<file path="src/rtl/aec_ram.sv">
module aec_ram #(
  parameter int unsigned WIDTH = 8,
  parameter int unsigned DEPTH = 16
) (
  input  logic                                  clk_i,
  input  logic                                  we_i,
  input  logic [(DEPTH > 1 ? $clog2(DEPTH) : 1)-1:0] waddr_i,
  input  logic [WIDTH-1:0]                      wdata_i,
  input  logic [(DEPTH > 1 ? $clog2(DEPTH) : 1)-1:0] raddr_i,
  output logic [WIDTH-1:0]                      rdata_o
);

  logic [WIDTH-1:0] mem_q [DEPTH];

  // Read-first: a read of the address written in the same cycle returns old data.
  always_ff @(posedge clk_i) begin
    if (we_i) begin
      mem_q[waddr_i] <= wdata_i;
    end
    rdata_o <= mem_q[raddr_i];
  end

endmodule

</file>
<file path="config.mk">
export PLATFORM = sky130hd
export DESIGN_NAME = aec_ram
export DESIGN_NICKNAME = d
export VERILOG_FILES = /design/src/rtl/aec_ram.sv
export SDC_FILE = /design/constraint.sdc
export NUM_CORES = 1
export LEC_CHECK = 0
export BUFFER_PORTS_ARGS = -buffer_cell sky130_fd_sc_hd__buf_4
export CORE_UTILIZATION = 45
export CTS_CLUSTER_SIZE = 28
export DETAILED_ROUTE_END_ITERATION = 16
export GPL_ROUTABILITY_DRIVEN = 1
export PLACE_DENSITY = 0.64
export SETUP_SLACK_MARGIN = 0.02
export SYNTH_ARGS = -nofsm -noshare
export SYNTH_HDL_FRONTEND = slang
export SYNTH_SLANG_ARGS = --single-unit
</file>
<file path="constraint.sdc">
create_clock -name clk_i -period 1.65 [get_ports clk_i]
set_input_delay 0.0825 -clock clk_i [delete_from_list [all_inputs] [get_ports clk_i]]
set_output_delay 0.0825 -clock clk_i [all_outputs]
set_load 0.005 [all_outputs]
</file>
==> results.ini, run 1 <==
[setup_path]
cp.required_ns = 1.92
path_cells = mux4_2 -> a22oi_1 -> nand2_1
critPathMaxStageDelay_ns = 0.46
startpoint_type = flop
cp.arrival_ns = 1.65
crit_slowest_cell = mux4_2
critPathCaptureType = flop
worst-setup-path-type = reg2reg
crit_fanout = 1

[clocking]
cts_buffer_depth = 2
cts_tree = built
clock-sinks = 136
cts_setup_buffers = 0
cts_inserted_buffers = 17
clockRootBuffer = clkbuf_16
clkTransAtPathRegs_ns = 0.06
insertion_delay_ns = 0.40
htreeDepth = 4

[worst_hold_path]
hp-class = in2reg

[layout]
multi_input_area_um2 = 1060
syn_to_final_growth_pct = 23.8
fill_cells = 803
layout_common_cells = 128 x edfxtp_1, 46 x buf_4, 18 x mux4_2
stdcell_count = 448
final_nets = 312
final_common_cell = edfxtp_1
drive_above_1_share = 0.319
fin_area_um2 = 6370
seqCellArea_um2 = 4000

[placed_design]
placed_area_um2 = 5640
io_buffers = 25
placed_cells_incl_taps = 408
hpwl_mm = 6.04
gp_congestion = 0.702

[power_and_ir_drop]
p_per_area_nw_per_um2 = 1310
p_switching_w = 0.00152
clkPwrFrac = 0.487
p_total_w = 0.00835
p_leak_nw = 2.20
vdd_drop_max_uv = 934
internal_power_w = 0.00683
switching_share = 0.182
seq_power_share = 0.466
comb_power_share = 0.047

[die]
rows = 38
dieArea_um2 = 11900
core_area_um2 = 11000
ioPinCount = 26
start_util = 0.469
dieHeight_um = 109
die_width_um = 109

[grt]
grt_antenna_before_repair = 1
grt_max_degree = 17
grt-ovfl-total = 0
grt.total_usage = 0.173
grt_pass1_vias = 2484
grt_pass1_wl_mm = 13.9

[routing]
wl_mm = 9.08
vias = 2420
initialDrtViolationCount = 113
routed_via_density = 5.40
ant_nets = 0
drc = 0
drtPass1Iterations = 5
post_drt_wl_per_cell_um = 20.3

[sta]
hold_viol = 0
skew_ns = 0.00938
final_max_slew_viol_count = 0
tightest_slew_ns = 0.416
fin_tns_setup_ns = 0
fmax_ghz = 0.725
setup_viol = 0
fin_crit_ns = 1.38
rsz0062_at_grt = false
fin_crit_sh = 0.836
max-slew-margin-rel = 0.723

[synth]
synth_seq_area_share = 0.778
syn_area_um2 = 5150
yosysUniqueCellTypes = 19
synth_seq_cells = 136
syn_avg_cell_area_um2 = 22.5
synth_cells = 229
ys_warn_count = 0
synth_nets = 247

[status]
status = finished, final reports clean

[run]
maxCapViolations = 0

## state kept, by name (all words and copies together) (netlist names)
name,cells
mem_q,128
rdata_o,8
## path summary, 6_finish.rpt
kind / cells past startpoint / slack, ns / to / startpoint
hold / removal: 1 / 0.02 / mem_q[6][6]$_DFFE_PP_ / wdata_i[6]
hold reg to reg: 3 / 0.68 / rdata_o[0]$_DFF_P_ / mem_q[15][0]$_DFFE_PP_
setup reg to reg: 3 / 0.27 / rdata_o[4]$_DFF_P_ / mem_q[0][4]$_DFFE_PP_
setup / recovery: 3 / 0.27 / rdata_o[4]$_DFF_P_ / mem_q[0][4]$_DFFE_PP_
## timing repair
action                    CTS  global route
gates resized for setup     0             0
hold buffers                7             0
hold endpoints to repair  112             0
## kinds of logic (layout without fill, tap and decap cells)
group	count (synthesis)	after routing	share of synthesized area
simple gates	35	35	0.0318
flops	136	136	0.778
compound gates	16	16	0.0233
buf+inv	10	88	0.0168
other cells	0	1	0
mux	32	32	0.150
## synthesized netlist by cell type (all sizes together)
library cell	number	area (µm²)
a22oi	16	120
nand3	1	5.00
mux4	32	773
dfxtp	8	160
edfxtp	128	3840
nor2	13	48.8
nor2b	1	6.26
nand2b	2	12.5
nor3	4	20.0
nand2	9	33.8
nand3b	2	15.0
clkdlybuf4s25	3	30.0
or3b	1	8.76
and2b	1	7.51
buf	7	56.3
and2	1	6.26
## through the flow
step           hold slack, ns  utilization  worst slack, ns
2_1_floorplan           0.181            -           0.0746
3_3_place_gp            0.377        0.514            0.157
3_5_place_dp            0.382        0.514            0.160
4_1_cts                0.0130        0.580            0.262
5_1_grt                0.0164        0.580            0.245
6_report               0.0162        0.580            0.270
## critical path: cells and delay by family (launching register included)
| kind | cells | cell delay (ns) |
|---|---|---|
| simple gates | 1 | 0.10 |
| compound gates | 1 | 0.32 |
| mux | 1 | 0.46 |
| flops | 1 | 0.36 |
## power by group through the flow
| stage | logic, W | registers (W) | clock network [W] |
|---|---|---|---|
| global route | 0.000427 | 0.00389 | 0.00429 |
| floorplan | 0.000196 | 0.00395 | 0 |
| global placement | 0.000383 | 0.00396 | 0 |
| finish | 0.000392 | 0.00389 | 0.00407 |
| detailed placement | 0.000388 | 0.00396 | 0 |
| CTS | 0.000403 | 0.00389 | 0.00414 |
## metal layers
layer	wire, µm	track usage
met5	0	0
met4	107	0.0743
met2	4730	0.287
met1	3930	0.214
met3	309	0.0454
## layout make-up
class                   instances  area share
multi-input cells              83       0.166
diodes                          1    0.000393
flip-flops and latches        136       0.628
well taps                     140      0.0275
clock buffers                  21      0.0723
clock inverters                11      0.0308
repair buffers                 56      0.0746
Note: power is estimated with default switching activity, not from simulation.
==> run 2: changes to the inputs <==
- PLACE_DENSITY: 0.64 -> 0.62
- clock period: 1.65 -> 1.27 ns (I/O delays scaled with it)
==> results.ini, run 2 (synthesis gave the netlist of run 1 again) <==
[clocking]
insertion_delay_ns = 0.40  ; about the same
clockRootBuffer = clkbuf_16
clock-sinks = 136  ; unchanged
cts_buffer_depth = 2  ; unchanged
cts_setup_buffers = 0  ; unchanged
cts_inserted_buffers = 17  ; unchanged
clkTransAtPathRegs_ns = 0.06  ; about the same
htreeDepth = 4  ; unchanged
cts_tree = built

[layout]
top_register = mem_q
fin_area_um2 = 6230  ; -2.1%
final_nets = 317  ; +1.6%
syn_to_final_growth_pct = 21.1
fill_cells = 812  ; +1.1%
largest_reg_flops = 128  ; unchanged
drive_above_1_share = 0.386  ; +0.0666
diodes = 0  ; -1
top_regs = mem_q (128), rdata_o (8)
final_common_cell = edfxtp_1
multi_input_area_um2 = 1060  ; unchanged
layout_common_cells = 128 x edfxtp_1, 51 x buf_4, 30 x mux4_2
seqCellArea_um2 = 4000  ; unchanged

[grt]
grt-ovfl-total = 0  ; unchanged
grt_antenna_before_repair = 0  ; -1
grt_pass1_wl_mm = 14.9  ; +6.8%
grt_pass1_vias = 2532  ; +1.9%
grt_max_degree = 22  ; +5
grt.total_usage = 0.187  ; +0.0148

[worst_hold_path]
hp-class = in2reg
min_from = waddr_i[1]

[routing]
vias = 2441  ; +0.87%
wl_mm = 9.89  ; +8.9%
drc = 0  ; unchanged
ant_nets = 0  ; unchanged
drtPass1Iterations = 4  ; -1
initialDrtViolationCount = 195  ; +73%
post_drt_wl_per_cell_um = 21.9  ; +8.2%
routed_via_density = 5.41  ; +0.20%

[die]
dieHeight_um = 109  ; unchanged
dieArea_um2 = 11900  ; unchanged
start_util = 0.469  ; unchanged
core_area_um2 = 11000  ; unchanged
die_width_um = 109  ; unchanged
ioPinCount = 26  ; unchanged
rows = 38  ; unchanged

[sta]
setup_viol = 1  ; +1
fin_crit_ns = 1.29  ; -0.0941 ns
rsz0062_at_grt = true
setup_slack_ns = -0.0161  ; -0.286 ns
fin_crit_sh = 1.01  ; +0.176
fin_tns_setup_ns = -0.0161  ; -0.0161 ns
skew_ns = 0.00751  ; -0.00187 ns
hold_viol = 0  ; unchanged
max-slew-margin-rel = 0.427  ; -0.296
final_max_slew_viol_count = 0  ; unchanged
fmax_ghz = 0.778  ; +7.3%
tightest_slew_ns = 0.858  ; +0.442 ns

[run]
maxCapViolations = 0  ; unchanged

[status]
status = finished, violations left
violations = setup timing

[setup_path]
startpoint = mem_q[11][7]$_DFFE_PP_
crit_fanout = 1  ; unchanged
worst-setup-path-type = reg2reg
r2r_start = mem_q[11][7]$_DFFE_PP_
cp.required_ns = 1.55  ; -0.37 ns
startpoint_type = flop
critPathCaptureType = flop
cp.arrival_ns = 1.56  ; -0.09 ns
rrSetupSlack_ns = -0.02  ; -0.29 ns

[placed_design]
placed_area_um2 = 5670  ; +0.58%
hpwl_mm = 6.15  ; +1.9%
gp_congestion = 0.682  ; -2.8%
io_buffers = 25  ; unchanged
pre_cts_ws_ns = -0.262  ; -0.422 ns

[power_and_ir_drop]
p_per_area_nw_per_um2 = 1550  ; +18%
vdd_drop_max_uv = 888  ; -4.9%
p_leak_nw = 2.10  ; -4.2%

[run 2: final timing paths]
check / to / cells after the start
max: rdata_o[7]$_DFF_P_ / 3
min: mem_q[0][0]$_DFFE_PP_ / 3
max reg2reg: rdata_o[7]$_DFF_P_ / 3
min reg2reg: rdata_o[7]$_DFF_P_ / 3
[run 2: final cells by class]
type	instances	share of cell area
Clock buffer	19	0.0694
Clock inverter	12	0.0100
Multi-Input combinational cell	83	0.170
Sequential cell	136	0.642
Tap cell	140	0.0281
Timing Repair Buffer	61	0.0807
[run 2: stage by stage]
step	util	std cells	power (W)	hold slack (ns)
global route	0.568	451	0.00996	0.176
detailed placement	0.517	412	0.00566	0.384
CTS	0.569	451	0.00977	0.153
floorplan	-	229	0.00539	0.162
finish	0.568	451	0.00968	0.168
global placement	0.517	412	0.00565	0.375
[run 2: where the power goes]
part | switching (W) | leakage [nW] | internal (W)
clock network | 0.00164 | 0.247 | 0.00243
logic | 0.000274 | 0.634 | 0.000275
registers | 0.0000320 | 1.22 | 0.00502
[run 2: worst max-delay path, cell delays in order, from the launching register on]
cell	delay, ns
edfxtp_1	0.37
mux4_2	0.47
a22oi_1	0.26
nand2_1	0.08
[run 2: layer usage]
layer  vias to the layer above  routed length [µm]  GRT usage
met5                         -                   0          0
met4                         0                  91     0.0666
met2                        83                4890      0.284
met1                      1253                4200      0.261
met3                         6                 712     0.0532
li1                       1099                   -          -
[run 2: timing repair]
item	CTS	global route
hold endpoints to repair	128	0
hold buffers	8	0
setup endpoints to repair	7	8
gates resized for setup	15	3
pin swaps	9	1
