$ cat src/rtl/aec_pkg.sv
package aec_pkg;

  localparam int unsigned IN_W     = 10;
  localparam int unsigned ENERGY_W = 33;
  localparam int unsigned SIZE_W   = 9;

  localparam logic [ENERGY_W-1:0] ENERGY_MAX = '1;

  typedef enum logic [7:0] {
    S_CLEAR = 8'b0000_0001,
    S_LOAD  = 8'b0000_0010,
    S_LDI   = 8'b0000_0100,
    S_PAIR  = 8'b0000_1000,
    S_DRAIN = 8'b0001_0000,
    S_SCAN  = 8'b0010_0000,
    S_FLUSH = 8'b0100_0000,
    S_DONE  = 8'b1000_0000
  } state_e;

  typedef struct packed {
    logic clear;
    logic valid;
  } mac_ctrl_t;

endpackage

$ cat src/rtl/aec_mac.sv
module aec_mac #(
  parameter int unsigned CNT_W = 17
) (
  input  logic                         clk_i,
  input  logic                         rst_ni,
  input  aec_pkg::mac_ctrl_t           ctrl_i,
  input  logic [CNT_W-1:0]             cnt_i,
  output logic [aec_pkg::ENERGY_W-1:0] acc_o,
  output logic                         busy_o
);
  import aec_pkg::*;

  localparam int unsigned SQ_W  = 2 * CNT_W;
  localparam int unsigned SUM_W = (SQ_W > ENERGY_W ? SQ_W : ENERGY_W) + 1;

  logic                sq_v_q;
  logic [SQ_W-1:0]     sq_q;
  logic [ENERGY_W-1:0] acc_q;
  logic [SUM_W-1:0]    sum;

  assign sum = SUM_W'(acc_q) + SUM_W'(sq_q);

  always_ff @(posedge clk_i or negedge rst_ni) begin
    if (!rst_ni) begin
      sq_v_q <= 1'b0;
    end else begin
      sq_v_q <= ctrl_i.valid;
    end
  end

  always_ff @(posedge clk_i) begin
    sq_q <= SQ_W'(cnt_i) * SQ_W'(cnt_i);
  end

  always_ff @(posedge clk_i or negedge rst_ni) begin
    if (!rst_ni) begin
      acc_q <= '0;
    end else if (ctrl_i.clear) begin
      acc_q <= '0;
    end else if (sq_v_q) begin
      acc_q <= (sum > SUM_W'(ENERGY_MAX)) ? ENERGY_MAX : sum[ENERGY_W-1:0];
    end
  end

  assign acc_o  = acc_q;
  assign busy_o = sq_v_q;

endmodule

$ cat config.mk
export PLATFORM = sky130hd
export DESIGN_NAME = aec_mac
export DESIGN_NICKNAME = d
export VERILOG_FILES = /design/src/rtl/aec_pkg.sv /design/src/rtl/aec_mac.sv
export SDC_FILE = /design/constraint.sdc
export NUM_CORES = 1
export LEC_CHECK = 0
export ABC_CLOCK_PERIOD_IN_PS = 6100
export BUFFER_PORTS_ARGS = -buffer_cell sky130_fd_sc_hd__buf_2
export CAP_MARGIN = 20
export CORE_MARGIN = 5
export CORE_UTILIZATION = 65
export DETAILED_ROUTE_END_ITERATION = 8
export PLACE_DENSITY = 0.89
export REMOVE_ABC_BUFFERS = 1
export SLEW_MARGIN = 10
export SYNTH_ARGS = -nofsm -noshare
export SYNTH_HDL_FRONTEND = slang
export SYNTH_SLANG_ARGS = --single-unit
export TNS_END_PERCENT = 100
$ cat constraint.sdc
create_clock -name clk_i -period 6.1 [get_ports clk_i]
set_input_delay 0 -clock clk_i [delete_from_list [all_inputs] [get_ports clk_i]]
set_output_delay 0 -clock clk_i [all_outputs]
set_load 0.1 [all_outputs]
==> results of run 1 <==
-- cell families after synthesis --
kind of cell | synth area share (%)
buffers and inverters | 10.6
xor gates and xnor gates | 4.43
and+or+nand+nor | 14.7
muxes | 0.251
DFF | 12.1
adders and majority gates | 45.1
AOI/OAI and AO/OA | 12.7
-- critical path, stage by stage --
cell and delay, ns:
dlygate4sd3_1 0.56, buf_8 0.17, and2_1 0.19, xnor2_1 0.14, ha_1 0.20, a21o_1 0.19, fa_1 0.42, fa_1 0.54
fa_1 0.43, fa_1 0.49, inv_1 0.05, fa_1 0.47, inv_1 0.04, ha_1 0.40, a21o_1 0.25, nand2b_1 0.19
a31oi_4 0.19, o31a_1 0.16, o21ai_0 0.12, o41ai_1 0.36, buf_4 0.19, o21a_1 0.14, o311ai_0 0.13
-- through the flow --
| stage | TNS (ns) | utilization, % | instance area (sq um) |
|---|---|---|---|
| after floorplan | 0 | - | 12200 |
| after global placement | 0 | 68.7 | 12900 |
| after global routing | 0 | 71.0 | 13300 |
| after CTS | 0 | 70.8 | 13300 |
| final | 0 | 71.0 | 13300 |
| after detailed placement | -0.0164 | 68.9 | 12900 |
-- how the worst max path moves through the flow --
stage	startpoint	to
2_1_floorplan	cnt_i[7]	sq_q[30]
3_3_place_gp	cnt_i[2]	sq_q[30]
3_5_place_dp	cnt_i[7]	sq_q[30]
4_1_cts	cnt_i[0]	sq_q[30]
5_1_grt	cnt_i[0]	sq_q[30]
6_report	cnt_i[0]	sq_q[30]
-- final cells by class --
class | instances | area (sq um)
flip-flops and latches | 67 | 1510
fillers | 1350 | 5440
well taps | 234 | 293
repair buffers | 71 | 435
multi-input cells | 1023 | 9640
inverters | 295 | 1110
clock buffers | 11 | 254
clock inverters | 5 | 83.8
-- routing by layer --
metal	vias up	share of wire, %	GRT usage [%]
met3	99	6.9	4.72
met5	-	0	0
li1	4598	-	-
met4	0	3.6	10.6
met1	4697	41	35.1
met2	388	48	48.0
-- state kept, by name (all words and copies together) (netlist names) --
signal / cells
acc_o: 33
sq_q: 33
busy_o: 1
-- timing repair --
item                                   in CTS  in global routing
endpoints found under the hold margin      36                  0
hold buffers                                3                  0
buffers inserted                            0                  1
resized for setup                           0                  7
setup endpoints to repair                   0                  6
-- Yosys cell counts (all sizes together) (4+ instances only) --
cell type / number
a2111oi: 4
a211o: 4
a211oi: 10
a21o: 29
a21oi: 53
a311oi: 5
a31oi: 11
and2: 52
and3: 6
buf: 11
clkbuf: 37
dfrtp: 34
dfxtp: 33
fa: 191
ha: 144
inv: 295
nand2: 154
nand2b: 10
nand3: 15
nand4: 8
nor2: 114
nor2b: 9
nor3: 16
nor4: 4
o211ai: 9
o21a: 9
o21ai: 34
o21bai: 7
o2bb2ai: 22
o31ai: 4
xnor2: 45
xor2: 18
==> results.txt, run 1 <==
DR vias: 9,782
RSZ-0062 raised after global routing: no
FP Rows: 50
Worst Hold Path EP: sq_q[2]
Hold WC Path Type: in2reg
Die W: 148 um
final worst-path cycle share: 96.3%
async set or reset register ratio after synthesis: 50.7%
WHS: 0.134 ns
dpl cells: 1,686
Post-route DRC: 0
fraction of layout instances using a drive strength above 1: 7.61%
drt wl/cell: 17.3 um
root buffer cell: clkbuf_16
RR Startpoint: acc_o[14]
CP Launch Type: input port
outcome: completed
nets: 1,823
ys flop type: dfrtp_1
CP Data Required Time: 6.28 ns
critical path peak fanout: 19
Final min period: 5.88 ns
Final Routed Wirelength: 29,600 um
Max-slew headroom: 46.8%
Syn Std Cell Area: 12,500 sq um
FF-to-FF path depth: 10
Iteration-0 DRC Markers: 505
vias per cell: 5.73
Synth Register Bits: 67
CTS Buf Count: 9
RePlAce Congestion: 0.937
Max Root-Sink Buffers: 2
Finished Layout Cells: 1,706
total iterations of the first detailed-routing run: 5
most common library cell in the layout ignoring fill and taps: inv_1
GRT Overall Usage: 27.8%
initial antenna violation count: 0
Clock Sinks: 67
buffers added on ports: 54
hold path cells: 2
R2R Path End: acc_o[30]
Area Overhead vs Synth: 6.95%
Final ANT Viol Nets: 0
critical path capture point type: flop
commonest non-fill, non-tap cells in the layout: inv_1 (295), fa_1 (191), nand2_1 (154)
clock tree from TritonCTS: built
Yosys top cell area share: 30.7%
HPWL Detailed: 24,800 um
first-pass GRT wire length: 49,600 um
Antenna Cells: 0
full die area: 22,000 sq um
Synth Instances: 1,433
Post-synth EDFFs: 0
max-slew violation count: 0
worst slack at placement: -0.0164 ns
sequential fraction of the synthesis area: 12.1%
r2r setup slk: 2.65 ns
clk_skew: 0.0112 ns
Syn Area/Cell: 8.70 sq um
Die H: 148 um
I/O Pins: 55
crit path kind: in2reg
Data arrival, critical path: 6.05 ns
largest net degree at the start of global routing: 37
Max-Cap Viols: 0
Clock Latency Late Sink: 0.34 ns
clock slew at the register clock pins of the worst setup and hold paths: 0.06 ns
Final Hold Violating Endpoints: 0
Setup Viol. Count Final: 0
Hold Crit Start: cnt_i[1]
Worst Tran Pin Value: 0.799 ns
vias in the first global route: 10,577
CTS H-tree depth: 3
Yosys Warn Count: 0
synth top area cells: fa_1 (31%), ha_1 (14%), inv_1 (8.9%)
fmax: 0.170 GHz
grt ovf: 0
Yosys cell types: 68
largest area contributor in the netlist: fa_1
Setup WS post-layout: 0.224 ns
initial core utilization: 66.4%
CORE AREA: 18,800 sq um
Power of run 1 is left out: the tool's default activity adds up to more than one toggle a clock period on the data nets, which glitch-free logic cannot reach.
==> run 2: changes to the inputs <==
--- a/config.mk
+++ b/config.mk
@@ -8,10 +8,11 @@
 export ABC_CLOCK_PERIOD_IN_PS = 6100
 export BUFFER_PORTS_ARGS = -buffer_cell sky130_fd_sc_hd__buf_2
 export CAP_MARGIN = 20
+export CORE_ASPECT_RATIO = 0.6
 export CORE_MARGIN = 5
-export CORE_UTILIZATION = 65
+export CORE_UTILIZATION = 60
 export DETAILED_ROUTE_END_ITERATION = 8
-export PLACE_DENSITY = 0.89
+export PLACE_DENSITY = 0.83
 export REMOVE_ABC_BUFFERS = 1
 export SLEW_MARGIN = 10
 export SYNTH_ARGS = -nofsm -noshare
==> run 2 against run 1 <==
- via count is 1.1% lower
- core utilization is 5.2 points lower
- die area is 8.2% higher
- hold slack worse by 0.0070 ns
- first-iteration DRC count is 39% higher
- register-to-register slack worse by 0.41 ns
- critical path depth stayed put
- largest cell class unchanged
==> results.txt, run 2 (synthesis results as in run 1) <==
DP Area: 13,000 sq um (+0.46%)
fmax: 0.172 GHz (+1.3%)
CP Launch Type: input port
crit path kind: in2reg
grt ovf: 0 (unchanged)
final worst-path cycle share: 95.1% (-1.2 points)
initial core utilization: 61.6% (-4.8 points)
Final Routed Wirelength: 29,600 um (about the same)
DR vias: 9,670 (-1.1%)
buffers added on ports: 54 (unchanged)
Max-Cap Viols: 0 (unchanged)
clock tree from TritonCTS: built
Iteration-0 DRC Markers: 704 (+39%)
root buffer cell: clkbuf_16
full die area: 23,800 sq um (+8.2%)
Worst Tran Pin Value: 0.827 ns (+0.0279 ns)
RSZ-0062 raised after global routing: no
Final Hold Violating Endpoints: 0 (unchanged)
critical path capture point type: flop
nets: 1,826 (+0.16%)
clk_skew: 0.0100 ns (-0.00114 ns)
FP Rows: 40 (-20%)
Max-slew headroom: 44.9% (-1.9 points)
Clock Sinks: 67 (unchanged)
largest net degree at the start of global routing: 37 (unchanged)
fraction of layout instances using a drive strength above 1: 7.73% (+0.12 points)
CTS H-tree depth: 3 (unchanged)
Max Root-Sink Buffers: 2 (unchanged)
commonest non-fill, non-tap cells in the layout: inv_1 (295), fa_1 (191), nand2_1 (154)
total iterations of the first detailed-routing run: 5 (unchanged)
Data arrival, critical path: 6.06 ns (about the same)
CTS Buf Count: 9 (unchanged)
Antenna Cells: 0 (unchanged)
HPWL Detailed: 25,200 um (+1.8%)
fill count: 1,691 (+25%)
Die H: 122 um (-18%)
CP Data Required Time: 6.36 ns (+0.08 ns)
clock slew at the register clock pins of the worst setup and hold paths: 0.06 ns (about the same)
Finished Cell Area: 13,300 sq um (-0.20%)
Final min period: 5.80 ns (-0.0752 ns)
Hold WC Path Type: in2reg
Post-route DRC: 0 (unchanged)
Clock Latency Late Sink: 0.34 ns (about the same)
RePlAce Congestion: 0.952 (+1.6%)
Multi-input gate area: 9630 sq um (-0.13%)
vias in the first global route: 9,800 (-7.3%)
drt wl/cell: 16.9 um (-2.4%)
GRT Overall Usage: 25.5% (-2.3 points)
Area Overhead vs Synth: 6.74%
critical path peak fanout: 19 (unchanged)
most common library cell in the layout ignoring fill and taps: inv_1
outcome: completed
max-slew violation count: 0 (unchanged)
Setup Viol. Count Final: 0 (unchanged)
I/O Pins: 55 (unchanged)
first-pass GRT wire length: 49,400 um (-0.56%)
initial antenna violation count: 0 (unchanged)
area occupied by registers: 1510 sq um (unchanged)
Post-CTS Setup Inserts: 0 (unchanged)
setup TNS: 0 ns (unchanged)
vias per cell: 5.53 (-3.5%)
CORE AREA: 20,200 sq um (+7.7%)
WHS: 0.127 ns (-0.00696 ns)
Die W: 196 um (+32%)
Final ANT Viol Nets: 0 (unchanged)
-- run 2: cell count changes in the layout (fill, tap and decap cells not counted), sizes merged --
cell / change
buf: +3
bufinv: -2
clkinvlp: +2
-- run 2: path summary, 6_finish.rpt --
check	endpoint	depth (start not counted)	from	slack (ns)
worst max-delay path	sq_q[31]	23	cnt_i[0]	0.30
worst min-delay path	sq_q[2]	2	cnt_i[1]	0.13
worst max register to register	acc_o[30]	10	acc_o[14]	2.24
worst min register to register	acc_o[0]	3	sq_q[0]	0.57
max in group asynchronous	acc_o[6]	2	rst_ni	5.27
min in group asynchronous	acc_o[25]	2	rst_ni	0.31
-- run 2: cell type report --
cell class              count  share of cell area [%]
flip-flops and latches     67                    11.4
inverters                 295                    8.32
clock buffers              11                    1.82
clock inverters             5                   0.282
well taps                 273                    2.57
repair buffers             74                    3.24
multi-input cells        1023                    72.4
-- run 2: critical path: stages --
cell and delay, ns:
dlygate4sd3_1 0.54, buf_4 0.24, and2_1 0.22, inv_1 0.10, fa_1 0.45, fa_1 0.51
inv_1 0.05, ha_1 0.21, fa_1 0.54, inv_1 0.05, fa_1 0.39, fa_1 0.52
inv_1 0.04, ha_1 0.37, a2111oi_1 0.44, buf_4 0.18, a211oi_1 0.04, o211ai_1 0.20
a211o_1 0.22, nand3_1 0.17, a31o_2 0.27, a21oi_1 0.17, xnor2_1 0.13
-- run 2: through the flow --
step,instances,worst slack [ns],util [%]
finish,1748,0.299,65.8
global placement,1729,0.237,64.2
floorplan,1385,0.549,-
detailed placement,1729,0.137,64.2
global route,1748,0.00595,65.8
CTS,1748,0.181,65.8
-- run 2: repair_timing --
item | CTS | global route
hold endpoints to repair | 36 | 0
gates resized for setup | 0 | 4
endpoints found under the setup margin | 0 | 5
hold buffers | 3 | 0
-- run 2: per-layer routing --
layer | vias to the layer above | track usage, % | routed length [um]
met5 | - | 0 | 0
met4 | 0 | 3.49 | 257
met3 | 28 | 7.10 | 2660
met2 | 330 | 38.7 | 12600
met1 | 4681 | 37.6 | 14100
li1 | 4631 | - | -
Power of run 2 is left out for the same reason.
